--- src/rtl/bptc_pkg.sv ---
// Shared types and constants for the barometric pressure/temperature compensation block.
// No dependencies; every other rtl file refers to this package by scoped names.
`timescale 1ns / 1ps
`default_nettype none

package bptc_pkg;

  // Field and calibration widths
  localparam int RAW_W  = 24;
  localparam int CAL_W  = 16;
  localparam int BAND_W = 2;

  // Shift amounts of the compensation formulas
  localparam int C5_SHIFT      = 8;
  localparam int TEMP_SHIFT    = 23;
  localparam int T2_SHIFT      = 31;
  localparam int OFF_C2_SHIFT  = 16;
  localparam int OFF_TC_SHIFT  = 7;
  localparam int SENS_C1_SHIFT = 15;
  localparam int SENS_TC_SHIFT = 8;
  localparam int P_MUL_SHIFT   = 21;
  localparam int P_SHIFT       = 15;

  // Internal widths, sized to the value ranges
  localparam int DT_W    = 25;
  localparam int P6_W    = 42;
  localparam int DD_W    = 50;
  localparam int PC_W    = 42;
  localparam int A_W     = 18;
  localparam int TEMP_W  = 20;
  localparam int T2_W    = 18;
  localparam int OFF1_W  = 36;
  localparam int SENS1_W = 35;
  localparam int SQ_W    = 36;
  localparam int CW_W    = 40;
  localparam int OFF_W   = 42;
  localparam int SENS_W  = 42;
  localparam int TD_W    = 21;
  localparam int PPL_W   = RAW_W + P_MUL_SHIFT;
  localparam int PPH_W   = RAW_W + 1 + SENS_W - P_MUL_SHIFT;
  localparam int Q_W     = PPH_W + 1;
  localparam int DIFF_W  = Q_W + 1;
  localparam int PS_W    = DIFF_W - P_SHIFT;
  localparam int PRES_W  = 32;

  typedef logic        [RAW_W-1:0]     raw_t;
  typedef logic        [CAL_W-1:0]     cal_word_t;
  typedef logic signed [DT_W-1:0]      dt_t;
  typedef logic signed [P6_W-1:0]      p6_t;
  typedef logic signed [DD_W-1:0]      dd_t;
  typedef logic signed [PC_W-1:0]      pc_t;
  typedef logic signed [A_W-1:0]       a_t;
  typedef logic signed [TEMP_W-1:0]    temp_t;
  typedef logic        [T2_W-1:0]      t2_t;
  typedef logic signed [OFF1_W-1:0]    off1_t;
  typedef logic signed [SENS1_W-1:0]   sens1_t;
  typedef logic signed [2*A_W-1:0]     asq_t;
  typedef logic signed [2*TEMP_W-1:0]  bsq_t;
  typedef logic        [SQ_W-1:0]      sq_t;
  typedef logic        [CW_W-1:0]      cw_t;
  typedef logic signed [OFF_W-1:0]     off_t;
  typedef logic signed [SENS_W-1:0]    sens_t;
  typedef logic signed [TD_W-1:0]      tdiff_t;
  typedef logic        [PPL_W-1:0]     ppl_t;
  typedef logic signed [PPH_W-1:0]     pph_t;
  typedef logic signed [Q_W-1:0]       q_t;
  typedef logic signed [DIFF_W-1:0]    diff_t;
  typedef logic signed [PS_W-1:0]      ps_t;
  typedef logic signed [PRES_W-1:0]    pres_t;

  // Correction band, decided on the first-order temperature
  typedef enum logic [BAND_W-1:0] {
    BAND_NONE = 2'd0,
    BAND_LOW  = 2'd1,
    BAND_COLD = 2'd2
  } band_t;

  // Configuration register indexes
  typedef enum logic [2:0] {
    CAL_PRES_SENS = 3'd0,
    CAL_PRES_OFF  = 3'd1,
    CAL_SENS_TC   = 3'd2,
    CAL_OFF_TC    = 3'd3,
    CAL_REF_TEMP  = 3'd4,
    CAL_TEMP_TC   = 3'd5
  } cal_idx_t;

  // Temperature thresholds in hundredths of a degree
  localparam temp_t TEMP_REF  = 20'sd2000;
  localparam temp_t TEMP_COLD = -20'sd1500;

  // Saturation limits
  localparam tdiff_t TOUT_MAX = 21'sd524287;
  localparam tdiff_t TOUT_MIN = -21'sd524288;
  localparam ps_t    PRES_MAX = ps_t'(33'sd2147483647);
  localparam ps_t    PRES_MIN = ps_t'(-33'sd2147483648);

  typedef struct packed {
    cal_word_t pres_sens;
    cal_word_t pres_off;
    cal_word_t sens_tc;
    cal_word_t off_tc;
    cal_word_t ref_temp;
    cal_word_t temp_tc;
  } cal_t;

  // Front end to correction stages
  typedef struct packed {
    raw_t   d1;
    a_t     a;
    temp_t  b;
    temp_t  temp;
    t2_t    t2;
    off1_t  off1;
    sens1_t sens1;
    band_t  band;
  } front_t;

  // Correction stages to pressure stages
  typedef struct packed {
    raw_t  d1;
    off_t  off;
    sens_t sens;
    temp_t tout;
    band_t band;
  } corr_t;

endpackage

`default_nettype wire

--- src/rtl/bptc_pressure.sv ---
// Pressure stages: split raw-pressure by sensitivity product, offset subtraction,
// final shift and saturation into the output register. Uses bptc_pkg.
`timescale 1ns / 1ps
`default_nettype none

module bptc_pressure (
  input  logic                 clk,
  input  logic                 rst_n,
  input  logic                 up_valid,
  output logic                 up_ready,
  input  bptc_pkg::corr_t      up_data,
  output logic                 out_valid,
  input  logic                 out_stall,
  output bptc_pkg::temp_t      temperature_centi,
  output bptc_pkg::pres_t      pressure_centi,
  output bptc_pkg::band_t      compensation_band
);

  logic [2:0] v_r;
  logic [2:0] adv;

  bptc_pkg::ppl_t   g_ppl_r;
  bptc_pkg::pph_t   g_pph_r;
  bptc_pkg::ppl_t   g_ppl_nxt;
  bptc_pkg::pph_t   g_pph_nxt;
  bptc_pkg::off_t   g_off_r;
  bptc_pkg::temp_t  g_tout_r;
  bptc_pkg::band_t  g_band_r;

  bptc_pkg::q_t     h_q_nxt;
  bptc_pkg::q_t     h_q_r;
  bptc_pkg::off_t   h_off_r;
  bptc_pkg::temp_t  h_tout_r;
  bptc_pkg::band_t  h_band_r;

  bptc_pkg::diff_t  i_diff;
  bptc_pkg::ps_t    i_ps;
  bptc_pkg::pres_t  i_pres_nxt;
  bptc_pkg::temp_t  i_temp_r;
  bptc_pkg::pres_t  i_pres_r;
  bptc_pkg::band_t  i_band_r;

  // The last stage is the output register
  assign adv[2]    = ~v_r[2] | ~out_stall;
  assign adv[1]    = ~v_r[1] | adv[2];
  assign adv[0]    = ~v_r[0] | adv[1];
  assign up_ready  = adv[0];
  assign out_valid = v_r[2];
  assign temperature_centi = i_temp_r;
  assign pressure_centi    = i_pres_r;
  assign compensation_band = i_band_r;

  // Stage G: partial products on the low (unsigned) and high (signed) sensitivity halves
  assign g_ppl_nxt = bptc_pkg::ppl_t'(up_data.d1)
                   * bptc_pkg::ppl_t'(up_data.sens[bptc_pkg::P_MUL_SHIFT-1:0]);
  assign g_pph_nxt = bptc_pkg::pph_t'($signed({1'b0, up_data.d1}))
                   * bptc_pkg::pph_t'($signed(
                       up_data.sens[bptc_pkg::SENS_W-1:bptc_pkg::P_MUL_SHIFT]));

  // Stage H: product shifted down, the high part already carries the shift
  assign h_q_nxt = bptc_pkg::q_t'(g_pph_r)
                 + bptc_pkg::q_t'(g_ppl_r[bptc_pkg::PPL_W-1:bptc_pkg::P_MUL_SHIFT]);

  // Stage I: subtract offset, shift and saturate
  assign i_diff = bptc_pkg::diff_t'(h_q_r) - bptc_pkg::diff_t'(h_off_r);
  assign i_ps   = bptc_pkg::ps_t'(i_diff[bptc_pkg::DIFF_W-1:bptc_pkg::P_SHIFT]);

  always_comb begin
    priority if (i_ps > bptc_pkg::PRES_MAX) begin
      i_pres_nxt = bptc_pkg::pres_t'(bptc_pkg::PRES_MAX);
    end else if (i_ps < bptc_pkg::PRES_MIN) begin
      i_pres_nxt = bptc_pkg::pres_t'(bptc_pkg::PRES_MIN);
    end else begin
      i_pres_nxt = bptc_pkg::pres_t'(i_ps);
    end
  end

  always_ff @(posedge clk) begin
    if (!rst_n) begin
      v_r <= '0;
    end else begin
      if (adv[0]) v_r[0] <= up_valid;
      if (adv[1]) v_r[1] <= v_r[0];
      if (adv[2]) v_r[2] <= v_r[1];
    end
  end

  // Hold each stage while the one after it is blocked
  always_ff @(posedge clk) begin
    if (adv[0]) begin
      g_ppl_r  <= g_ppl_nxt;
      g_pph_r  <= g_pph_nxt;
      g_off_r  <= up_data.off;
      g_tout_r <= up_data.tout;
      g_band_r <= up_data.band;
    end
    if (adv[1]) begin
      h_q_r    <= h_q_nxt;
      h_off_r  <= g_off_r;
      h_tout_r <= g_tout_r;
      h_band_r <= g_band_r;
    end
    if (adv[2]) begin
      i_temp_r <= h_tout_r;
      i_pres_r <= i_pres_nxt;
      i_band_r <= h_band_r;
    end
  end

endmodule

`default_nettype wire

--- config.mk ---
export PLATFORM = sky130hd
export DESIGN_NAME = bptc_pressure
export DESIGN_NICKNAME = d
export VERILOG_FILES = /design/src/rtl/bptc_pkg.sv /design/src/rtl/bptc_pressure.sv
export SDC_FILE = /design/constraint.sdc
export NUM_CORES = 2
export LEC_CHECK = 0
export BUFFER_PORTS_ARGS = -buffer_cell sky130_fd_sc_hd__buf_2
export CAP_MARGIN = 40
export CORE_MARGIN = 4
export CORE_UTILIZATION = 40
export CTS_CLUSTER_SIZE = 30
export DETAILED_ROUTE_END_ITERATION = 8
export REMOVE_ABC_BUFFERS = 1
export SYNTH_ARGS = -nofsm -noshare
export SYNTH_HDL_FRONTEND = slang
export SYNTH_SLANG_ARGS = --single-unit
--- constraint.sdc ---
create_clock -name clk -period 10.4 [get_ports clk]
set_clock_uncertainty 0.15 [all_clocks]
set_input_delay 2.08 -clock clk [delete_from_list [all_inputs] [get_ports clk]]
set_output_delay 2.08 -clock clk [all_outputs]
set_load 0.05 [all_outputs]
==> results.sh <==
export IMPL_rr_endpoint="pressure_centi[23]$_SDFFCE_PN1P_"
export IMPL_place_hpwl_um=96310
export IMPL_ys_ff_latch=302
export IMPL_fmax_mhz=105.1
export IMPL_hold_path_class="flip-flop to flip-flop"
export IMPL_postCtsHoldBufs=0
export IMPL_clock_path_buffers=3
export IMPL_ios=190
export IMPL_yosysWarnings=0
export IMPL_grt_first_pass_wirelength_um=192400
export IMPL_highest_layer="met5"
export IMPL_wl_met2_um=54530
export IMPL_synth_xor_area_share_pct=2.721
export IMPL_dr_first_iter_drc_count=2094
export IMPL_hold_viol=0
export IMPL_synth_compound_area_share_pct=5.478
export IMPL_synth_top_family_by_area="adder cells"
export IMPL_root_buffer="clkbuf_16"
export IMPL_ant_nets=0
export IMPL_arrival_ns=9.65
export IMPL_final_cell_mix="1040 x inv_1, 832 x fa_1, 600 x nand2_1, 437 x and2_1, 426 x ha_1"
export IMPL_seqCellArea_sq_um=9039
export IMPL_final_layout_size_suffix_gt1_share_pct=7.353
export IMPL_final_common_cell="inv_1"
export IMPL_finalWirelength_um=120300
export IMPL_track_usage_pct=20.22
export IMPL_core_sq_um=114300
export IMPL_die_area_sq_um=120600
export IMPL_yosysUniqueCellTypes=71
export IMPL_finalSetupViolCount=0
export IMPL_holdPathStages=0
export IMPL_synthAdderAreaFrac_pct=47.84
export IMPL_min_period_ns=9.511
export IMPL_synth_edf_count=299
export IMPL_vias=31420
export IMPL_synth_area_leaders="fa_1 36%, edfxtp_1 20%, ha_1 12%, inv_1 8.5%, and2_1 5.9%"
export IMPL_tightest_slew_ns=0.9669
export IMPL_area_growth_pct=8.245
export IMPL_postCtsSetupBuffers=0
export IMPL_dpl_cell_count=6245
export IMPL_crit_path_start_kind="input pin"
export IMPL_cts_resized_gates=0
export IMPL_drt_vias_per_instance=4.986
export IMPL_drc_errors=0
export IMPL_cp_max_fo=27
export IMPL_clk_latency_ns=0.57
export IMPL_tns_ns=0
export IMPL_avgSynthCellArea_sq_um=9.889
export IMPL_r2r_slack_ns=6.22
export IMPL_start_util_pct=40.25
export IMPL_seq_area_frac_synth_pct=19.64
export IMPL_required_ns=10.54
export IMPL_cts_tree="yes"
export IMPL_min_delay_start="h_tout_r[5]$_DFFE_PP_"
export IMPL_synthMuxAreaShare_pct=0.02175
export IMPL_synth_simple_area_share_pct=14.19
export IMPL_numCtsBuffers=29
export IMPL_io_buffers=189
export IMPL_place_congestion=0.8871
export IMPL_syn_inst=4654
export IMPL_clkTransAtPathRegs_ns=0.06
export IMPL_die_w_um=347.2
export IMPL_wl_per_cell_um=19.09
export IMPL_synth_area_sq_um=46020
export IMPL_htree_num_levels=1
export IMPL_synth_top_area_share_pct=36.19
export IMPL_wl_met1_um=54680
export IMPL_clock_sinks=302
export IMPL_drv_cap=0
export IMPL_status="complete, no violations"
export IMPL_grt_pass1_vias=33430
export IMPL_crit_type="input pin to flip-flop"
export IMPL_cp_startpoint="up_data[118]"
export IMPL_ys_flop_type="edfxtp_1"
export IMPL_ys_async_sr_fraction_pct=0
export IMPL_rsz0062_at_grt="false"
export IMPL_hold_end="temperature_centi[5]$_DFFE_PP_"
export IMPL_fp_row_count=124
export IMPL_grt_max_degree=68
export IMPL_synth_top_area_cell="fa_1"
export IMPL_finalNetCount=6156
export IMPL_die_h_um=347.2
export IMPL_rr_startpoint="h_q_r[2]$_DFFE_PP_"
export IMPL_routed_wl_met3_um=8834
export IMPL_fillers=11100
export IMPL_antenna_found_initial=3
export IMPL_firstDrtPassIters=6
export IMPL_drv_slew=0
export IMPL_multi_input_area_sq_um=32340
export IMPL_final_cells=6301
export IMPL_min_period_over_period_pct=91.46
export IMPL_max_slew_margin_pct=35.54
export IMPL_ff2ff_path_depth=11
export IMPL_grt_ovfl_total=0
export IMPL_critical_path_endpoint_type="flip-flop"
==> critical path: stages <==
cell and delay [ns]:
buf_2 0.67, buf_4 0.27, and2_1 0.14, fa_1 0.42, inv_1 0.09, fa_1 0.43, fa_1 0.52, inv_1 0.05
fa_1 0.46, fa_1 0.54, fa_1 0.54, inv_1 0.05, fa_1 0.55, inv_1 0.05, ha_1 0.40, a211oi_1 0.27
nor2_1 0.07, o21ai_0 0.17, a21oi_1 0.10, a2111oi_0 0.50, o41ai_1 0.27, a41oi_2 0.36, o21ai_1 0.17, o31ai_1 0.32
xnor2_1 0.11
==> flip-flops by register name, indices dropped and copies added, names as in the netlist <==
register and flops:
compensation_band 2, g_band_r 2, g_off_r 42, g_pph_r 46, g_ppl_r 24, g_tout_r 20
h_band_r 2, h_off_r 42, h_q_r 47, h_tout_r 20, pressure_centi 32, temperature_centi 20
v_r 3
==> synthesized netlist by cell type, types with 4 or more instances <==
master and n:
edfxtp_1 299, or3_1 7, nand4_1 26, xor2_1 39, inv_1 1041, a31oi_1 13, nor4_1 9, and4_1 5
ha_1 426, nand3_1 33, o211ai_1 8, o21ai_0 80, and2_1 437, nand2_1 602, nor2_1 72, nor3_1 13
nand2b_1 35, and3_1 17, a21o_1 62, o22ai_1 5, fa_1 832, clkbuf_1 194, a21oi_1 120, or2_2 8
a31o_2 4, o21a_1 11, xnor2_1 104, o31ai_1 6, nor2b_1 40, a311oi_1 4, a211oi_1 11, a21boi_0 4
o21bai_1 22
==> logic make-up after synthesis <==
group | count (synthesis)
simple gates | 1316
fa+ha+maj | 1261
buf+inv | 1238
compound gates | 393
flops | 302
xor+xnor | 143
mux | 1
==> area by class of cell <==
type,count,share of cell area [%]
Inverter,1041,7.848
Clock buffer,31,1.492
Sequential cell,302,18.14
Multi-Input combinational cell,3114,64.91
Clock inverter,23,0.3968
Tap cell,1512,3.797
Antenna cell,2,0.01005
Timing Repair Buffer,276,3.401
==> worst max-delay path by stage <==
stage               cells after the start  slack, ns               endpoint
floorplan                              25       1.83  g_pph_r[42]$_DFFE_PP_
CTS                                    25       0.95  g_pph_r[42]$_DFFE_PP_
detailed placement                     25       0.37  g_pph_r[42]$_DFFE_PP_
global placement                       23       0.59  g_ppl_r[39]$_DFFE_PP_
finish                                 25       0.89  g_pph_r[44]$_DFFE_PP_
global route                           25       0.47  g_pph_r[44]$_DFFE_PP_
==> per-layer routing <==
metal,vias to the layer above,GRT usage [%]
met5,-,0
met1,15830,29.18
met3,133,3.202
li1,14440,-
met4,6,3.608
met2,1009,32.68
==> metrics by stage <==
step	setup WS (ns)	area, sq um	hold slack (ns)	util (%)
detailed placement	0.3730	48870	0.2545	42.74
CTS	0.9455	49810	0.2502	43.56
global placement	0.5884	48790	0.2502	42.67
global route	0.4675	49810	0.2544	43.56
finish	0.8887	49820	0.2608	43.57
floorplan	1.831	45270	0.2503	-
Power is not shown: default switching activity piles up to over one toggle a cycle in this logic, so the estimate is an artifact.
