===== src/rtl/bptc_pkg.sv =====
// Shared types and constants for the barometric pressure/temperature compensation block.
// No dependencies; every other rtl file refers to this package by scoped names.
`timescale 1ns / 1ps
`default_nettype none

package bptc_pkg;

  // Field and calibration widths
  localparam int RAW_W  = 24;
  localparam int CAL_W  = 16;
  localparam int BAND_W = 2;

  // Shift amounts of the compensation formulas
  localparam int C5_SHIFT      = 8;
  localparam int TEMP_SHIFT    = 23;
  localparam int T2_SHIFT      = 31;
  localparam int OFF_C2_SHIFT  = 16;
  localparam int OFF_TC_SHIFT  = 7;
  localparam int SENS_C1_SHIFT = 15;
  localparam int SENS_TC_SHIFT = 8;
  localparam int P_MUL_SHIFT   = 21;
  localparam int P_SHIFT       = 15;

  // Internal widths, sized to the value ranges
  localparam int DT_W    = 25;
  localparam int P6_W    = 42;
  localparam int DD_W    = 50;
  localparam int PC_W    = 42;
  localparam int A_W     = 18;
  localparam int TEMP_W  = 20;
  localparam int T2_W    = 18;
  localparam int OFF1_W  = 36;
  localparam int SENS1_W = 35;
  localparam int SQ_W    = 36;
  localparam int CW_W    = 40;
  localparam int OFF_W   = 42;
  localparam int SENS_W  = 42;
  localparam int TD_W    = 21;
  localparam int PPL_W   = RAW_W + P_MUL_SHIFT;
  localparam int PPH_W   = RAW_W + 1 + SENS_W - P_MUL_SHIFT;
  localparam int Q_W     = PPH_W + 1;
  localparam int DIFF_W  = Q_W + 1;
  localparam int PS_W    = DIFF_W - P_SHIFT;
  localparam int PRES_W  = 32;

  typedef logic        [RAW_W-1:0]     raw_t;
  typedef logic        [CAL_W-1:0]     cal_word_t;
  typedef logic signed [DT_W-1:0]      dt_t;
  typedef logic signed [P6_W-1:0]      p6_t;
  typedef logic signed [DD_W-1:0]      dd_t;
  typedef logic signed [PC_W-1:0]      pc_t;
  typedef logic signed [A_W-1:0]       a_t;
  typedef logic signed [TEMP_W-1:0]    temp_t;
  typedef logic        [T2_W-1:0]      t2_t;
  typedef logic signed [OFF1_W-1:0]    off1_t;
  typedef logic signed [SENS1_W-1:0]   sens1_t;
  typedef logic signed [2*A_W-1:0]     asq_t;
  typedef logic signed [2*TEMP_W-1:0]  bsq_t;
  typedef logic        [SQ_W-1:0]      sq_t;
  typedef logic        [CW_W-1:0]      cw_t;
  typedef logic signed [OFF_W-1:0]     off_t;
  typedef logic signed [SENS_W-1:0]    sens_t;
  typedef logic signed [TD_W-1:0]      tdiff_t;
  typedef logic        [PPL_W-1:0]     ppl_t;
  typedef logic signed [PPH_W-1:0]     pph_t;
  typedef logic signed [Q_W-1:0]       q_t;
  typedef logic signed [DIFF_W-1:0]    diff_t;
  typedef logic signed [PS_W-1:0]      ps_t;
  typedef logic signed [PRES_W-1:0]    pres_t;

  // Correction band, decided on the first-order temperature
  typedef enum logic [BAND_W-1:0] {
    BAND_NONE = 2'd0,
    BAND_LOW  = 2'd1,
    BAND_COLD = 2'd2
  } band_t;

  // Configuration register indexes
  typedef enum logic [2:0] {
    CAL_PRES_SENS = 3'd0,
    CAL_PRES_OFF  = 3'd1,
    CAL_SENS_TC   = 3'd2,
    CAL_OFF_TC    = 3'd3,
    CAL_REF_TEMP  = 3'd4,
    CAL_TEMP_TC   = 3'd5
  } cal_idx_t;

  // Temperature thresholds in hundredths of a degree
  localparam temp_t TEMP_REF  = 20'sd2000;
  localparam temp_t TEMP_COLD = -20'sd1500;

  // Saturation limits
  localparam tdiff_t TOUT_MAX = 21'sd524287;
  localparam tdiff_t TOUT_MIN = -21'sd524288;
  localparam ps_t    PRES_MAX = ps_t'(33'sd2147483647);
  localparam ps_t    PRES_MIN = ps_t'(-33'sd2147483648);

  typedef struct packed {
    cal_word_t pres_sens;
    cal_word_t pres_off;
    cal_word_t sens_tc;
    cal_word_t off_tc;
    cal_word_t ref_temp;
    cal_word_t temp_tc;
  } cal_t;

  // Front end to correction stages
  typedef struct packed {
    raw_t   d1;
    a_t     a;
    temp_t  b;
    temp_t  temp;
    t2_t    t2;
    off1_t  off1;
    sens1_t sens1;
    band_t  band;
  } front_t;

  // Correction stages to pressure stages
  typedef struct packed {
    raw_t  d1;
    off_t  off;
    sens_t sens;
    temp_t tout;
    band_t band;
  } corr_t;

endpackage

`default_nettype wire


===== src/rtl/bptc_correction.sv =====
// Second-order correction: squares, correction terms, corrected temperature,
// offset and sensitivity over three register stages. Uses bptc_pkg.
`timescale 1ns / 1ps
`default_nettype none

module bptc_correction (
  input  logic                clk,
  input  logic                rst_n,
  input  logic                up_valid,
  output logic                up_ready,
  input  bptc_pkg::front_t    up_data,
  output logic                dn_valid,
  input  logic                dn_ready,
  output bptc_pkg::corr_t     dn_data
);

  logic [2:0] v_r;
  logic [2:0] adv;

  bptc_pkg::front_t d_f_r;
  bptc_pkg::sq_t    d_sq_r;
  bptc_pkg::sq_t    d_sq2_r;
  bptc_pkg::asq_t   d_asq_nxt;
  bptc_pkg::bsq_t   d_bsq_nxt;

  bptc_pkg::cw_t    e_q5;
  bptc_pkg::cw_t    e_q7;
  bptc_pkg::cw_t    e_q11;
  bptc_pkg::tdiff_t e_tdiff;
  bptc_pkg::cw_t    e_off2_nxt;
  bptc_pkg::cw_t    e_sens2_nxt;
  bptc_pkg::temp_t  e_tout_nxt;
  bptc_pkg::cw_t    e_off2_r;
  bptc_pkg::cw_t    e_sens2_r;
  bptc_pkg::temp_t  e_tout_r;
  bptc_pkg::raw_t   e_d1_r;
  bptc_pkg::off1_t  e_off1_r;
  bptc_pkg::sens1_t e_sens1_r;
  bptc_pkg::band_t  e_band_r;

  bptc_pkg::corr_t  f_nxt;
  bptc_pkg::corr_t  f_r;

  assign adv[2]   = ~v_r[2] | dn_ready;
  assign adv[1]   = ~v_r[1] | adv[2];
  assign adv[0]   = ~v_r[0] | adv[1];
  assign up_ready = adv[0];
  assign dn_valid = v_r[2];
  assign dn_data  = f_r;

  // Stage D: squares of the distances from 20 C and from -15 C
  assign d_asq_nxt = bptc_pkg::asq_t'(up_data.a) * bptc_pkg::asq_t'(up_data.a);
  assign d_bsq_nxt = bptc_pkg::bsq_t'(up_data.b) * bptc_pkg::bsq_t'(up_data.b);

  // Stage E: correction terms by shift and add, corrected temperature
  assign e_q5  = bptc_pkg::cw_t'({d_sq_r, 2'b00}) + bptc_pkg::cw_t'(d_sq_r);
  assign e_q7  = bptc_pkg::cw_t'({d_sq2_r, 3'b000}) - bptc_pkg::cw_t'(d_sq2_r);
  assign e_q11 = bptc_pkg::cw_t'({d_sq2_r, 3'b000}) + bptc_pkg::cw_t'({d_sq2_r, 1'b0})
               + bptc_pkg::cw_t'(d_sq2_r);

  always_comb begin
    unique case (d_f_r.band)
      bptc_pkg::BAND_COLD: begin
        e_off2_nxt  = (e_q5 >> 1) + e_q7;
        e_sens2_nxt = (e_q5 >> 2) + (e_q11 >> 1);
      end
      bptc_pkg::BAND_LOW: begin
        e_off2_nxt  = e_q5 >> 1;
        e_sens2_nxt = e_q5 >> 2;
      end
      default: begin
        e_off2_nxt  = '0;
        e_sens2_nxt = '0;
      end
    endcase
  end

  // Subtract the second-order term and saturate to the output range
  assign e_tdiff = bptc_pkg::tdiff_t'(d_f_r.temp) - bptc_pkg::tdiff_t'({1'b0, d_f_r.t2});

  always_comb begin
    priority if (e_tdiff > bptc_pkg::TOUT_MAX) begin
      e_tout_nxt = bptc_pkg::temp_t'(bptc_pkg::TOUT_MAX);
    end else if (e_tdiff < bptc_pkg::TOUT_MIN) begin
      e_tout_nxt = bptc_pkg::temp_t'(bptc_pkg::TOUT_MIN);
    end else begin
      e_tout_nxt = bptc_pkg::temp_t'(e_tdiff);
    end
  end

  // Stage F: corrected offset and sensitivity
  always_comb begin
    f_nxt.d1   = e_d1_r;
    f_nxt.off  = bptc_pkg::off_t'(e_off1_r) - bptc_pkg::off_t'(e_off2_r);
    f_nxt.sens = bptc_pkg::sens_t'(e_sens1_r) - bptc_pkg::sens_t'(e_sens2_r);
    f_nxt.tout = e_tout_r;
    f_nxt.band = e_band_r;
  end

  always_ff @(posedge clk) begin
    if (!rst_n) begin
      v_r <= '0;
    end else begin
      if (adv[0]) v_r[0] <= up_valid;
      if (adv[1]) v_r[1] <= v_r[0];
      if (adv[2]) v_r[2] <= v_r[1];
    end
  end

  always_ff @(posedge clk) begin
    if (adv[0]) begin
      d_f_r   <= up_data;
      d_sq_r  <= bptc_pkg::sq_t'(d_asq_nxt);
      d_sq2_r <= d_bsq_nxt[bptc_pkg::SQ_W-1:0];
    end
    if (adv[1]) begin
      e_off2_r  <= e_off2_nxt;
      e_sens2_r <= e_sens2_nxt;
      e_tout_r  <= e_tout_nxt;
      e_d1_r    <= d_f_r.d1;
      e_off1_r  <= d_f_r.off1;
      e_sens1_r <= d_f_r.sens1;
      e_band_r  <= d_f_r.band;
    end
    if (adv[2]) begin
      f_r <= f_nxt;
    end
  end

endmodule

`default_nettype wire


===== config.mk =====
export PLATFORM = sky130hd
export DESIGN_NAME = bptc_correction
export DESIGN_NICKNAME = d
export VERILOG_FILES = /design/src/rtl/bptc_pkg.sv /design/src/rtl/bptc_correction.sv
export SDC_FILE = /design/constraint.sdc
export NUM_CORES = 2
export LEC_CHECK = 0
export ABC_CLOCK_PERIOD_IN_PS = 13600
export BUFFER_PORTS_ARGS = -buffer_cell sky130_fd_sc_hd__buf_2
export CELL_PAD_IN_SITES_DETAIL_PLACEMENT = 1
export CELL_PAD_IN_SITES_GLOBAL_PLACEMENT = 1
export CORE_ASPECT_RATIO = 0.5
export CORE_UTILIZATION = 45
export DETAILED_ROUTE_END_ITERATION = 8
export PLACE_DENSITY_LB_ADDON = 0.1
export SETUP_SLACK_MARGIN = 0.4
export SYNTH_ARGS = -nofsm -noshare
export SYNTH_HDL_FRONTEND = slang
export SYNTH_SLANG_ARGS = --single-unit
export TNS_END_PERCENT = 5

===== constraint.sdc =====
create_clock -name clk -period 13.6 [get_ports clk]
set_clock_uncertainty 0.2 [all_clocks]
set_input_delay 0 -clock clk [delete_from_list [all_inputs] [get_ports clk]]
set_output_delay 0 -clock clk [all_outputs]
set_load 0.01 [all_outputs]

==> flow_metrics.py <==
metrics = {
    "worst_setup_path": {
        "crit_buf_inv": 6,
        "r2r-start": "d_sq_r[2]",
        "crit_chain": "dlygate4sd3_1 > buf_2 > and2_1 > fa_1 > fa_1 > ha_1 > fa_1 > inv_1 > fa_1 > inv_1 > fa_1 > inv_1 > fa_1 > inv_1 > ha_1 > nand3_1 > o311ai_0 > a21oi_1 > o41ai_1 > a21oi_1 > o31ai_1 > xnor2_1",
        "cp_top_family": "adder cells",
        "max_stage_delay_ns": 0.92,
        "cp.arrival_ns": 7.38,
        "required_ns": 13.76,
        "cp_common_cell": "fa_1",
        "crit_type": "in -> reg",
        "cp_max_fo": 24,
        "slowest_stage": "o311ai_0",
        "end_kind": "flip-flop",
        "cp-startpoint": "up_data[112]",
        "setup.worst_path.start_class": "input port",
    },
    "clock_tree": {
        "cts_inserted_buffers": 53,
        "htreeDepth": 2,
        "cts_root_buf": "clkbuf_16",
        "cts_tree": "done",
        "clk_pin_slew_ns": 0.06,
        "cts.path.max_buffers": 3,
        "cts.sinks": 535,
        "clk_latency_ns": 0.65,
        "postCtsSetupBuffers": 0,
    },
    "routing": {
        "drt_iter0_drc": 1643,
        "post_drt_wl_per_cell_um": 20.34,
        "vias": 37860,
        "dr_wl_met3_mm": 4.585,
        "post-route-drc-count": 0,
        "drt-met1-wl_mm": 67.58,
        "dr_wl_met2_mm": 72.74,
        "ant_nets": 0,
        "wirelength_mm": 147.4,
        "viasPerCell": 5.224,
        "highest_layer": "met4",
        "dr.pass1.iters": 5,
    },
    "floorplan": {
        "die_h_um": 246.2,
        "start_util_pct": 45.47,
        "row_count": 89,
        "coreArea_sq_mm": 0.1180,
        "die_area_sq_mm": 0.1207,
        "fp.dieW_um": 490.4,
        "pin_count": 309,
    },
    "yosys": {
        "synth_fa_ha_area_share_pct": 37.47,
        "yosys_warnings": 0,
        "synth_cell_types": 77,
        "synth_compound_area_share_pct": 10.77,
        "avgSynthCellArea_sq_um": 10.63,
        "synthFlopType": "edfxtp_1",
        "synth_top_family_by_area": "adder cells",
        "syn_area_sq_mm": 0.05367,
        "ys_seq_elements": 535,
        "synthArstFlopShare_pct": 0,
        "synth-edff-count": 532,
        "syn-instance-count": 5047,
        "synth-xor-area-share_pct": 4.861,
        "ys_seq_area_share_pct": 29.88,
        "synth.mux.area_fraction_pct": 0.1166,
        "synthSimpleGateAreaFrac_pct": 8.996,
    },
    "global_route": {
        "antenna_found_initial": 3,
        "grt_start_max_net_pins": 81,
        "grt_pass1_vias": 42350,
        "grt-ovfl-total": 0,
        "grt_pass1_wl_mm": 234.5,
        "grt_usage_pct": 24.81,
    },
    "sta": {
        "fin_crit_ns": 7.217,
        "holdWs_ns": 0.1629,
        "max_freq_ghz": 0.1386,
        "rsz0062_at_grt": "no",
        "worst_pin_slew_ns": 1.046,
        "drv_slew": 0,
        "setup_viol": 0,
        "hold_viol": 0,
        "post-route-period-util_pct": 53.07,
        "setup_tns_ns": 0,
        "max_slew_margin_pct": 29.39,
    },
    "flow_run": {
        "drv_cap": 0,
    },
    "placed_design": {
        "hpwl_mm": 116.8,
        "io_buffers": 308,
        "gp_congestion": 0.8675,
    },
    "layout": {
        "syn2layout_area_growth_pct": 14.83,
        "regArea_sq_mm": 0.01604,
        "multiInputGateArea_sq_mm": 0.03342,
        "drive_gt1_share_pct": 7.892,
        "nets": 6959,
        "fill_cells": 12950,
    },
    "hold_path": {
        "min_from": "up_data[134]",
        "min_path_type": "in -> reg",
    },
    "outcome": {
        "outcome": "finished clean",
    },
}
[worst paths after layout]
path                       end  slack (ns)  depth (start not counted)
setup / recovery   d_sq2_r[34]        6.38                         22
hold / removal       d_sq_r[3]        0.16                          3
setup reg to reg  e_off2_r[39]        6.49                         22
hold reg to reg   e_off1_r[15]        0.20                          0
[cell type report]
type	instances	area share (%)
antenna	4	0.01624
clock buffer	59	2.189
clock inverter	41	0.8121
inverter	1031	6.288
multi-input combinational	3384	54.23
sequential	535	26.02
tap	1592	3.232
timing repair buffer	601	7.211
[layer usage]
metal,GRT usage (%),vias up
li1,-,17620
met1,33.52,19480
met2,43.83,599
met3,2.296,159
met4,4.518,0
met5,0,-
[per-stage QoR]
step / instances / util [%] / setup WS (ns) / cell area, sq um
global placement: 6862 / 48.25 / 5.915 / 56960
detailed placement: 6862 / 48.25 / 5.708 / 56960
floorplan: 5048 / - / 5.953 / 53680
finish: 7247 / 52.21 / 6.383 / 61630
CTS: 7243 / 52.20 / 6.357 / 61620
global route: 7247 / 52.21 / 5.883 / 61630
[flip-flops by register name (all words and copies together), names as in the netlist, 24 cells and up]
register / cells
e_d1_r: 24
e_sens1_r: 35
e_sens2_r: 40
d_sq2_r: 35
dn_data: 130
d_f_r: 135
d_sq_r: 35
e_off1_r: 36
e_off2_r: 40
[worst min-delay path: cells and delay by family]
family / cells / cell delay [ns]
buffers and inverters: 1 / 0.42
AND/OR/NAND/NOR: 1 / 0.25
adder cells (fa/ha/maj): 1 / 0.17
[cells by family (layout without fill, tap and decap cells)]
family,Yosys count,in the layout
DFF,535,535
xor gates and xnor gates,297,297
muxes,6,6
buffers and inverters,1129,1732
AOI/OAI and AO/OA,899,899
other,1,6
and+or+nand+nor,1004,1004
adders and majority gates,1176,1176
[synthesized netlist by cell type (48+ instances only)]
library cell	count	share of area, %
inv_1	1030	7.2
fa_1	719	27
nand2b_1	48	0.56
clkbuf_1	95	0.66
nand2_1	371	2.6
nor2b_1	65	0.76
o21ai_0	165	1.5
edfxtp_1	532	30
a21oi_1	279	2.6
nor2_1	186	1.3
xnor2_1	203	3.3
and2_1	160	1.9
o21a_1	59	0.83
xor2_1	93	1.5
ha_1	457	11
a21o_1	142	2.0
[layout by cell type (no fill, tap or decap), drive strengths merged, types with 94 or more instances in the layout]
| cell | netlist | layout |
|---|---|---|
| inv | 1031 | 1035 |
| fa | 719 | 719 |
| edfxtp | 532 | 532 |
| ha | 457 | 457 |
| nand2 | 371 | 371 |
| buf | 3 | 320 |
| dlygate4sd3 | 0 | 281 |
| a21oi | 279 | 279 |
| xnor2 | 203 | 203 |
| nor2 | 186 | 186 |
| o21ai | 169 | 169 |
| and2 | 160 | 160 |
| a21o | 142 | 142 |
| xor2 | 94 | 94 |
[what timing repair did]
item / 4_1_cts / 5_1_grt
hold buffers: 281 / 0
gates resized for setup: 0 / 0
endpoints found under the hold margin: 143 / 0
Power is left out: the tool's default activity adds up to more than one toggle a clock period on the data nets, which glitch-free logic cannot reach.
