===== config.mk =====
export PLATFORM = sky130hd
export DESIGN_NAME = bptc_temp_front
export DESIGN_NICKNAME = d
export VERILOG_FILES = /design/src/rtl/bptc_pkg.sv /design/src/rtl/bptc_temp_front.sv
export SDC_FILE = /design/constraint.sdc
export NUM_CORES = 2
export LEC_CHECK = 0
export ABC_AREA = 1
export BUFFER_PORTS_ARGS = -buffer_cell sky130_fd_sc_hd__buf_2
export CAP_MARGIN = 20
export CORE_MARGIN = 4
export CORE_UTILIZATION = 25
export CTS_CLUSTER_SIZE = 40
export DETAILED_ROUTE_END_ITERATION = 8
export PLACE_DENSITY = 0.39
export SYNTH_ARGS = -nofsm -noshare
export SYNTH_HDL_FRONTEND = slang
export SYNTH_SLANG_ARGS = --single-unit
export TNS_END_PERCENT = 20

===== constraint.sdc =====
create_clock -name clk -period 9.98 [get_ports clk]
set_input_delay 0.998 -clock clk [delete_from_list [all_inputs] [get_ports clk]]
set_output_delay 0.998 -clock clk [all_outputs]
set_load 0.01 [all_outputs]

===== src/rtl/bptc_pkg.sv =====
// Shared types and constants for the barometric pressure/temperature compensation block.
// No dependencies; every other rtl file refers to this package by scoped names.
`timescale 1ns / 1ps
`default_nettype none

package bptc_pkg;

  // Field and calibration widths
  localparam int RAW_W  = 24;
  localparam int CAL_W  = 16;
  localparam int BAND_W = 2;

  // Shift amounts of the compensation formulas
  localparam int C5_SHIFT      = 8;
  localparam int TEMP_SHIFT    = 23;
  localparam int T2_SHIFT      = 31;
  localparam int OFF_C2_SHIFT  = 16;
  localparam int OFF_TC_SHIFT  = 7;
  localparam int SENS_C1_SHIFT = 15;
  localparam int SENS_TC_SHIFT = 8;
  localparam int P_MUL_SHIFT   = 21;
  localparam int P_SHIFT       = 15;

  // Internal widths, sized to the value ranges
  localparam int DT_W    = 25;
  localparam int P6_W    = 42;
  localparam int DD_W    = 50;
  localparam int PC_W    = 42;
  localparam int A_W     = 18;
  localparam int TEMP_W  = 20;
  localparam int T2_W    = 18;
  localparam int OFF1_W  = 36;
  localparam int SENS1_W = 35;
  localparam int SQ_W    = 36;
  localparam int CW_W    = 40;
  localparam int OFF_W   = 42;
  localparam int SENS_W  = 42;
  localparam int TD_W    = 21;
  localparam int PPL_W   = RAW_W + P_MUL_SHIFT;
  localparam int PPH_W   = RAW_W + 1 + SENS_W - P_MUL_SHIFT;
  localparam int Q_W     = PPH_W + 1;
  localparam int DIFF_W  = Q_W + 1;
  localparam int PS_W    = DIFF_W - P_SHIFT;
  localparam int PRES_W  = 32;

  typedef logic        [RAW_W-1:0]     raw_t;
  typedef logic        [CAL_W-1:0]     cal_word_t;
  typedef logic signed [DT_W-1:0]      dt_t;
  typedef logic signed [P6_W-1:0]      p6_t;
  typedef logic signed [DD_W-1:0]      dd_t;
  typedef logic signed [PC_W-1:0]      pc_t;
  typedef logic signed [A_W-1:0]       a_t;
  typedef logic signed [TEMP_W-1:0]    temp_t;
  typedef logic        [T2_W-1:0]      t2_t;
  typedef logic signed [OFF1_W-1:0]    off1_t;
  typedef logic signed [SENS1_W-1:0]   sens1_t;
  typedef logic signed [2*A_W-1:0]     asq_t;
  typedef logic signed [2*TEMP_W-1:0]  bsq_t;
  typedef logic        [SQ_W-1:0]      sq_t;
  typedef logic        [CW_W-1:0]      cw_t;
  typedef logic signed [OFF_W-1:0]     off_t;
  typedef logic signed [SENS_W-1:0]    sens_t;
  typedef logic signed [TD_W-1:0]      tdiff_t;
  typedef logic        [PPL_W-1:0]     ppl_t;
  typedef logic signed [PPH_W-1:0]     pph_t;
  typedef logic signed [Q_W-1:0]       q_t;
  typedef logic signed [DIFF_W-1:0]    diff_t;
  typedef logic signed [PS_W-1:0]      ps_t;
  typedef logic signed [PRES_W-1:0]    pres_t;

  // Correction band, decided on the first-order temperature
  typedef enum logic [BAND_W-1:0] {
    BAND_NONE = 2'd0,
    BAND_LOW  = 2'd1,
    BAND_COLD = 2'd2
  } band_t;

  // Configuration register indexes
  typedef enum logic [2:0] {
    CAL_PRES_SENS = 3'd0,
    CAL_PRES_OFF  = 3'd1,
    CAL_SENS_TC   = 3'd2,
    CAL_OFF_TC    = 3'd3,
    CAL_REF_TEMP  = 3'd4,
    CAL_TEMP_TC   = 3'd5
  } cal_idx_t;

  // Temperature thresholds in hundredths of a degree
  localparam temp_t TEMP_REF  = 20'sd2000;
  localparam temp_t TEMP_COLD = -20'sd1500;

  // Saturation limits
  localparam tdiff_t TOUT_MAX = 21'sd524287;
  localparam tdiff_t TOUT_MIN = -21'sd524288;
  localparam ps_t    PRES_MAX = ps_t'(33'sd2147483647);
  localparam ps_t    PRES_MIN = ps_t'(-33'sd2147483648);

  typedef struct packed {
    cal_word_t pres_sens;
    cal_word_t pres_off;
    cal_word_t sens_tc;
    cal_word_t off_tc;
    cal_word_t ref_temp;
    cal_word_t temp_tc;
  } cal_t;

  // Front end to correction stages
  typedef struct packed {
    raw_t   d1;
    a_t     a;
    temp_t  b;
    temp_t  temp;
    t2_t    t2;
    off1_t  off1;
    sens1_t sens1;
    band_t  band;
  } front_t;

  // Correction stages to pressure stages
  typedef struct packed {
    raw_t  d1;
    off_t  off;
    sens_t sens;
    temp_t tout;
    band_t band;
  } corr_t;

endpackage

`default_nettype wire


===== src/rtl/bptc_temp_front.sv =====
// Front end: temperature difference, first-order temperature, band and first-order
// offset and sensitivity over three register stages. Uses bptc_pkg.
`timescale 1ns / 1ps
`default_nettype none

module bptc_temp_front (
  input  logic                clk,
  input  logic                rst_n,
  input  bptc_pkg::cal_t      cal,
  input  logic                up_valid,
  output logic                up_ready,
  input  bptc_pkg::raw_t      pressure_raw,
  input  bptc_pkg::raw_t      temperature_raw,
  output logic                dn_valid,
  input  logic                dn_ready,
  output bptc_pkg::front_t    dn_data
);

  logic [2:0] v_r;
  logic [2:0] adv;

  bptc_pkg::raw_t   a_d1_r;
  bptc_pkg::dt_t    a_dt_r;
  bptc_pkg::dt_t    a_dt_nxt;

  bptc_pkg::raw_t   b_d1_r;
  bptc_pkg::p6_t    b_p6_r;
  bptc_pkg::dd_t    b_dd_r;
  bptc_pkg::pc_t    b_p4_r;
  bptc_pkg::pc_t    b_p3_r;
  bptc_pkg::p6_t    b_p6_nxt;
  bptc_pkg::dd_t    b_dd_nxt;
  bptc_pkg::pc_t    b_p4_nxt;
  bptc_pkg::pc_t    b_p3_nxt;

  bptc_pkg::a_t     c_a_nxt;
  bptc_pkg::temp_t  c_temp_nxt;
  bptc_pkg::band_t  c_band_nxt;
  bptc_pkg::front_t c_nxt;
  bptc_pkg::front_t c_r;

  // Stage advance: a stage loads when empty or when its contents move on
  assign adv[2]   = ~v_r[2] | dn_ready;
  assign adv[1]   = ~v_r[1] | adv[2];
  assign adv[0]   = ~v_r[0] | adv[1];
  assign up_ready = adv[0];
  assign dn_valid = v_r[2];
  assign dn_data  = c_r;

  // Stage A: temperature difference against the scaled reference
  assign a_dt_nxt = $signed({1'b0, temperature_raw})
                  - $signed({1'b0, cal.ref_temp, {bptc_pkg::C5_SHIFT{1'b0}}});

  // Stage B: the four products on the temperature difference
  assign b_p6_nxt = bptc_pkg::p6_t'(a_dt_r) * bptc_pkg::p6_t'($signed({1'b0, cal.temp_tc}));
  assign b_dd_nxt = bptc_pkg::dd_t'(a_dt_r) * bptc_pkg::dd_t'(a_dt_r);
  assign b_p4_nxt = bptc_pkg::pc_t'(a_dt_r) * bptc_pkg::pc_t'($signed({1'b0, cal.off_tc}));
  assign b_p3_nxt = bptc_pkg::pc_t'(a_dt_r) * bptc_pkg::pc_t'($signed({1'b0, cal.sens_tc}));

  // Stage C: first-order temperature, band, first-order offset and sensitivity
  assign c_a_nxt = bptc_pkg::a_t'(
    b_p6_r[bptc_pkg::TEMP_SHIFT+bptc_pkg::A_W-1:bptc_pkg::TEMP_SHIFT]);
  assign c_temp_nxt = bptc_pkg::temp_t'(c_a_nxt) + bptc_pkg::TEMP_REF;

  always_comb begin
    priority if (c_temp_nxt < bptc_pkg::TEMP_COLD) begin
      c_band_nxt = bptc_pkg::BAND_COLD;
    end else if (c_temp_nxt < bptc_pkg::TEMP_REF) begin
      c_band_nxt = bptc_pkg::BAND_LOW;
    end else begin
      c_band_nxt = bptc_pkg::BAND_NONE;
    end
  end

  always_comb begin
    c_nxt.d1   = b_d1_r;
    c_nxt.a    = c_a_nxt;
    c_nxt.temp = c_temp_nxt;
    c_nxt.b    = c_temp_nxt - bptc_pkg::TEMP_COLD;
    c_nxt.band = c_band_nxt;
    c_nxt.t2   = (c_band_nxt == bptc_pkg::BAND_NONE) ? '0 :
                 b_dd_r[bptc_pkg::T2_SHIFT+bptc_pkg::T2_W-1:bptc_pkg::T2_SHIFT];
    c_nxt.off1 = bptc_pkg::off1_t'($signed({1'b0, cal.pres_off,
                                            {bptc_pkg::OFF_C2_SHIFT{1'b0}}}))
               + bptc_pkg::off1_t'($signed(b_p4_r[bptc_pkg::PC_W-1:bptc_pkg::OFF_TC_SHIFT]));
    c_nxt.sens1 = bptc_pkg::sens1_t'($signed({1'b0, cal.pres_sens,
                                              {bptc_pkg::SENS_C1_SHIFT{1'b0}}}))
                + bptc_pkg::sens1_t'($signed(b_p3_r[bptc_pkg::PC_W-1:bptc_pkg::SENS_TC_SHIFT]));
  end

  // Valid bits
  always_ff @(posedge clk) begin
    if (!rst_n) begin
      v_r <= '0;
    end else begin
      if (adv[0]) v_r[0] <= up_valid;
      if (adv[1]) v_r[1] <= v_r[0];
      if (adv[2]) v_r[2] <= v_r[1];
    end
  end

  // Payload
  always_ff @(posedge clk) begin
    if (adv[0]) begin
      a_d1_r <= pressure_raw;
      a_dt_r <= a_dt_nxt;
    end
    if (adv[1]) begin
      b_d1_r <= a_d1_r;
      b_p6_r <= b_p6_nxt;
      b_dd_r <= b_dd_nxt;
      b_p4_r <= b_p4_nxt;
      b_p3_r <= b_p3_nxt;
    end
    if (adv[2]) begin
      c_r <= c_nxt;
    end
  end

endmodule

`default_nettype wire


==> flow_metrics.py <==
metrics = {
    "synthesis": {
        "synth_area_um2": 80400,
        "syn_nets": 12000,
        "ys_ff_latch": 347,
        "synthCells": 9573,
        "ys_types": 47,
        "ys_warn_count": 0,
        "synth_ff_type": "edfxtp_1",
        "avgSynthCellArea_um2": 8.39,
        "synth_edf_count": 344,
        "synthTopCellsByArea": "fa_1 (44%), inv_1 (14%), edfxtp_1 (13%)",
        "seq_area_frac_synth_pct": 12.9,
        "synthArstFlopShare_pct": 0,
        "yosys.area.top_type": "fa_1",
        "synth_top_area_share_pct": 43.9,
    },
    "place": {
        "hpwl_um": 198000,
        "io_buffers": 322,
        "gp_congestion": 0.873,
    },
    "clock_network": {
        "cts_tree": "done",
        "clock_latency_ns": 0.72,
        "clockBufferDepth": 3,
        "cts_made_buffers": 48,
        "cts_resized": 0,
        "cts-root-buf": "clkbuf_16",
        "cts_num_sinks": 347,
        "htreeDepth": 2,
        "path_clk_slew_ns": 0.06,
        "post-cts-setup-buffers": 0,
        "hold_buffers": 0,
    },
    "timing": {
        "finalCritPeriodShare_pct": 78.4,
        "relSlewSlack_pct": 29.1,
        "drv_slew": 0,
        "worstMarginPinSlew_ns": 1.06,
        "fmax_ghz": 0.128,
        "setup-tns-final_ns": 0,
        "setup_viol": 0,
        "fin_skew_ns": 0.0574,
        "finalHoldViolCount": 0,
        "period_minus_slack_ns": 7.83,
        "rsz0062_at_grt": "no",
    },
    "route": {
        "drtAntennaViolNets": 0,
        "vias": 58500,
        "wire_per_inst_um": 17.4,
        "via_per_inst": 4.18,
        "drt_first_pass_iters": 7,
        "drc_errors": 0,
        "wirelength_um": 243000,
        "drt-initial-drc-count": 3022,
    },
    "worst_setup_path": {
        "critPathRequiredTime_ns": 10.43,
        "cp_max_fo": 49,
        "crit_type": "register to register",
        "crit_arrival_ns": 8.28,
        "startpoint_type": "register",
        "worstSetupEndpointType": "register",
    },
    "die": {
        "row_count": 207,
        "ios": 323,
        "die-height_um": 575,
        "core_area_um2": 319000,
        "dieWidth_um": 575,
        "start_util_pct": 25.2,
        "die_area_um2": 331000,
    },
    "global_routing": {
        "grt_use_total_pct": 15.0,
        "grt_pass1_vias": 65400,
        "grt_overflow": 0,
        "grt_max_degree": 75,
        "antenna_found_initial": 25,
        "grt_pass1_wl_um": 388000,
    },
    "run": {
        "cap_violations": 0,
    },
    "cells_and_area": {
        "synthToLayoutAreaGrowth_pct": 9.91,
        "layout-drive-gt1-share_pct": 5.09,
        "fin_nets": 12100,
        "final_core_util_pct": 27.7,
    },
    "worst_hold_path": {
        "hold_class": "register to register",
    },
    "status": {
        "outcome": "completed",
    },
}
-- cell families after synthesis --
family / count (synthesis) / share of synthesized area [%]
fa+ha+maj: 2264 / 51.7
flops: 347 / 12.9
xor+xnor: 150 / 1.66
simple gates: 2983 / 14.6
buf+inv: 3298 / 15.4
compound gates: 531 / 3.63
-- flip-flops by register name, summed over array words and instances (netlist names), 18 cells and up --
name     flops
b_p6_r      18
a_dt_r      25
dn_data    166
b_dd_r      18
a_d1_r      24
b_p3_r      34
b_p4_r      35
b_d1_r      24
-- worst max-delay path, stage by stage (launching register included) --
cell and delay, ns:
edfxtp_1 0.91, buf_12 0.38, nand2_1 0.16, inv_1 0.11, fa_1 0.57, fa_1 0.65, fa_1 0.71, inv_1 0.29
fa_1 0.55, inv_1 0.05, fa_1 0.53, inv_1 0.05, fa_1 0.49, inv_1 0.05, fa_1 0.43, ha_1 0.37
nand2_1 0.09, inv_1 0.08, nand2_1 0.09, nor3_1 0.27, nand2_1 0.13, nor2_1 0.12, nand2_1 0.07, nand3_1 0.19
inv_1 0.07, nand2_1 0.06, nand2_1 0.05
-- metal layers --
metal | routed length (um) | global-route usage [%]
met1 | 115000 | 21.4
met3 | 12600 | 2.25
met5 | 123 | 0
met2 | 111000 | 24.3
met4 | 3730 | 2.55
-- stage by stage --
step           std cells  cell area, um^2  setup slack (ns)  hold WS [ns]
3_5_place_dp       13900            86700              2.19         0.405
3_3_place_gp       13900            86700              2.19         0.400
5_1_grt            14000            88300              1.71         0.418
2_1_floorplan       9573            80400              1.97         0.400
4_1_cts            14000            88200              2.15         0.397
6_report           14000            88300              2.15         0.417
-- cell usage in the layout, fill, tap and decap left out, types with 4 or more instances in the layout --
| master | instances |
|---|---|
| and3_1 | 6 |
| inv_6 | 4 |
| nand4_1 | 46 |
| a31oi_1 | 9 |
| clkinv_1 | 9 |
| clkinvlp_4 | 5 |
| o211ai_1 | 7 |
| nor3_1 | 49 |
| nand2_1 | 2340 |
| nor4_1 | 4 |
| bufinv_16 | 5 |
| a21oi_1 | 269 |
| nand3_1 | 160 |
| buf_12 | 12 |
| buf_4 | 59 |
| nand3b_1 | 14 |
| edfxtp_1 | 344 |
| buf_2 | 322 |
| a21boi_1 | 8 |
| o21bai_1 | 28 |
| o21a_1 | 9 |
| clkbuf_1 | 5 |
| fa_1 | 1762 |
| o21ai_0 | 157 |
| xor2_1 | 101 |
| clkbuf_16 | 48 |
| inv_1 | 2946 |
| nor2_1 | 339 |
| a21o_1 | 21 |
| a21boi_0 | 16 |
| clkinv_2 | 9 |
| diode_2 | 6 |
| or2_2 | 8 |
| ha_1 | 502 |
| xnor2_1 | 48 |
-- cell type report --
class	instances	area, um^2
multi-input combinational	5928	57600
tap	4284	5360
sequential	347	10400
fill	34700	231000
clock buffer	53	1220
clock inverter	35	349
antenna	6	15.0
timing repair buffer	395	2350
inverter	2947	11100
-- worst paths after layout --
path,from,end,slack (ns),cells past startpoint
max,a_dt_r[24]$_DFFE_PP_,b_dd_r[48]$_DFFE_PP_,2.15,26
min,a_d1_r[0]$_DFFE_PP_,b_d1_r[0]$_DFFE_PP_,0.42,0
max reg2reg,a_dt_r[24]$_DFFE_PP_,b_dd_r[48]$_DFFE_PP_,2.15,26
min reg2reg,a_d1_r[0]$_DFFE_PP_,b_d1_r[0]$_DFFE_PP_,0.42,0
-- synthesized netlist by cell type, types with 8 or more instances --
| master | count |
|---|---|
| ha_1 | 502 |
| o21ai_0 | 157 |
| inv_1 | 2947 |
| nand3b_1 | 14 |
| buf_1 | 23 |
| nand4_1 | 46 |
| nand2_1 | 2342 |
| a21boi_0 | 16 |
| edfxtp_1 | 344 |
| a31oi_1 | 9 |
| nor3_1 | 49 |
| o21bai_1 | 28 |
| or2_2 | 8 |
| nor2_1 | 339 |
| xnor2_1 | 48 |
| nand3_1 | 160 |
| o21a_1 | 9 |
| a21oi_1 | 269 |
| a21o_1 | 21 |
| fa_1 | 1762 |
| clkbuf_1 | 319 |
| xor2_1 | 101 |
| a21boi_1 | 8 |
Power is left out: the tool's default activity adds up to more than one toggle a clock period on the data nets, which glitch-free logic cannot reach.
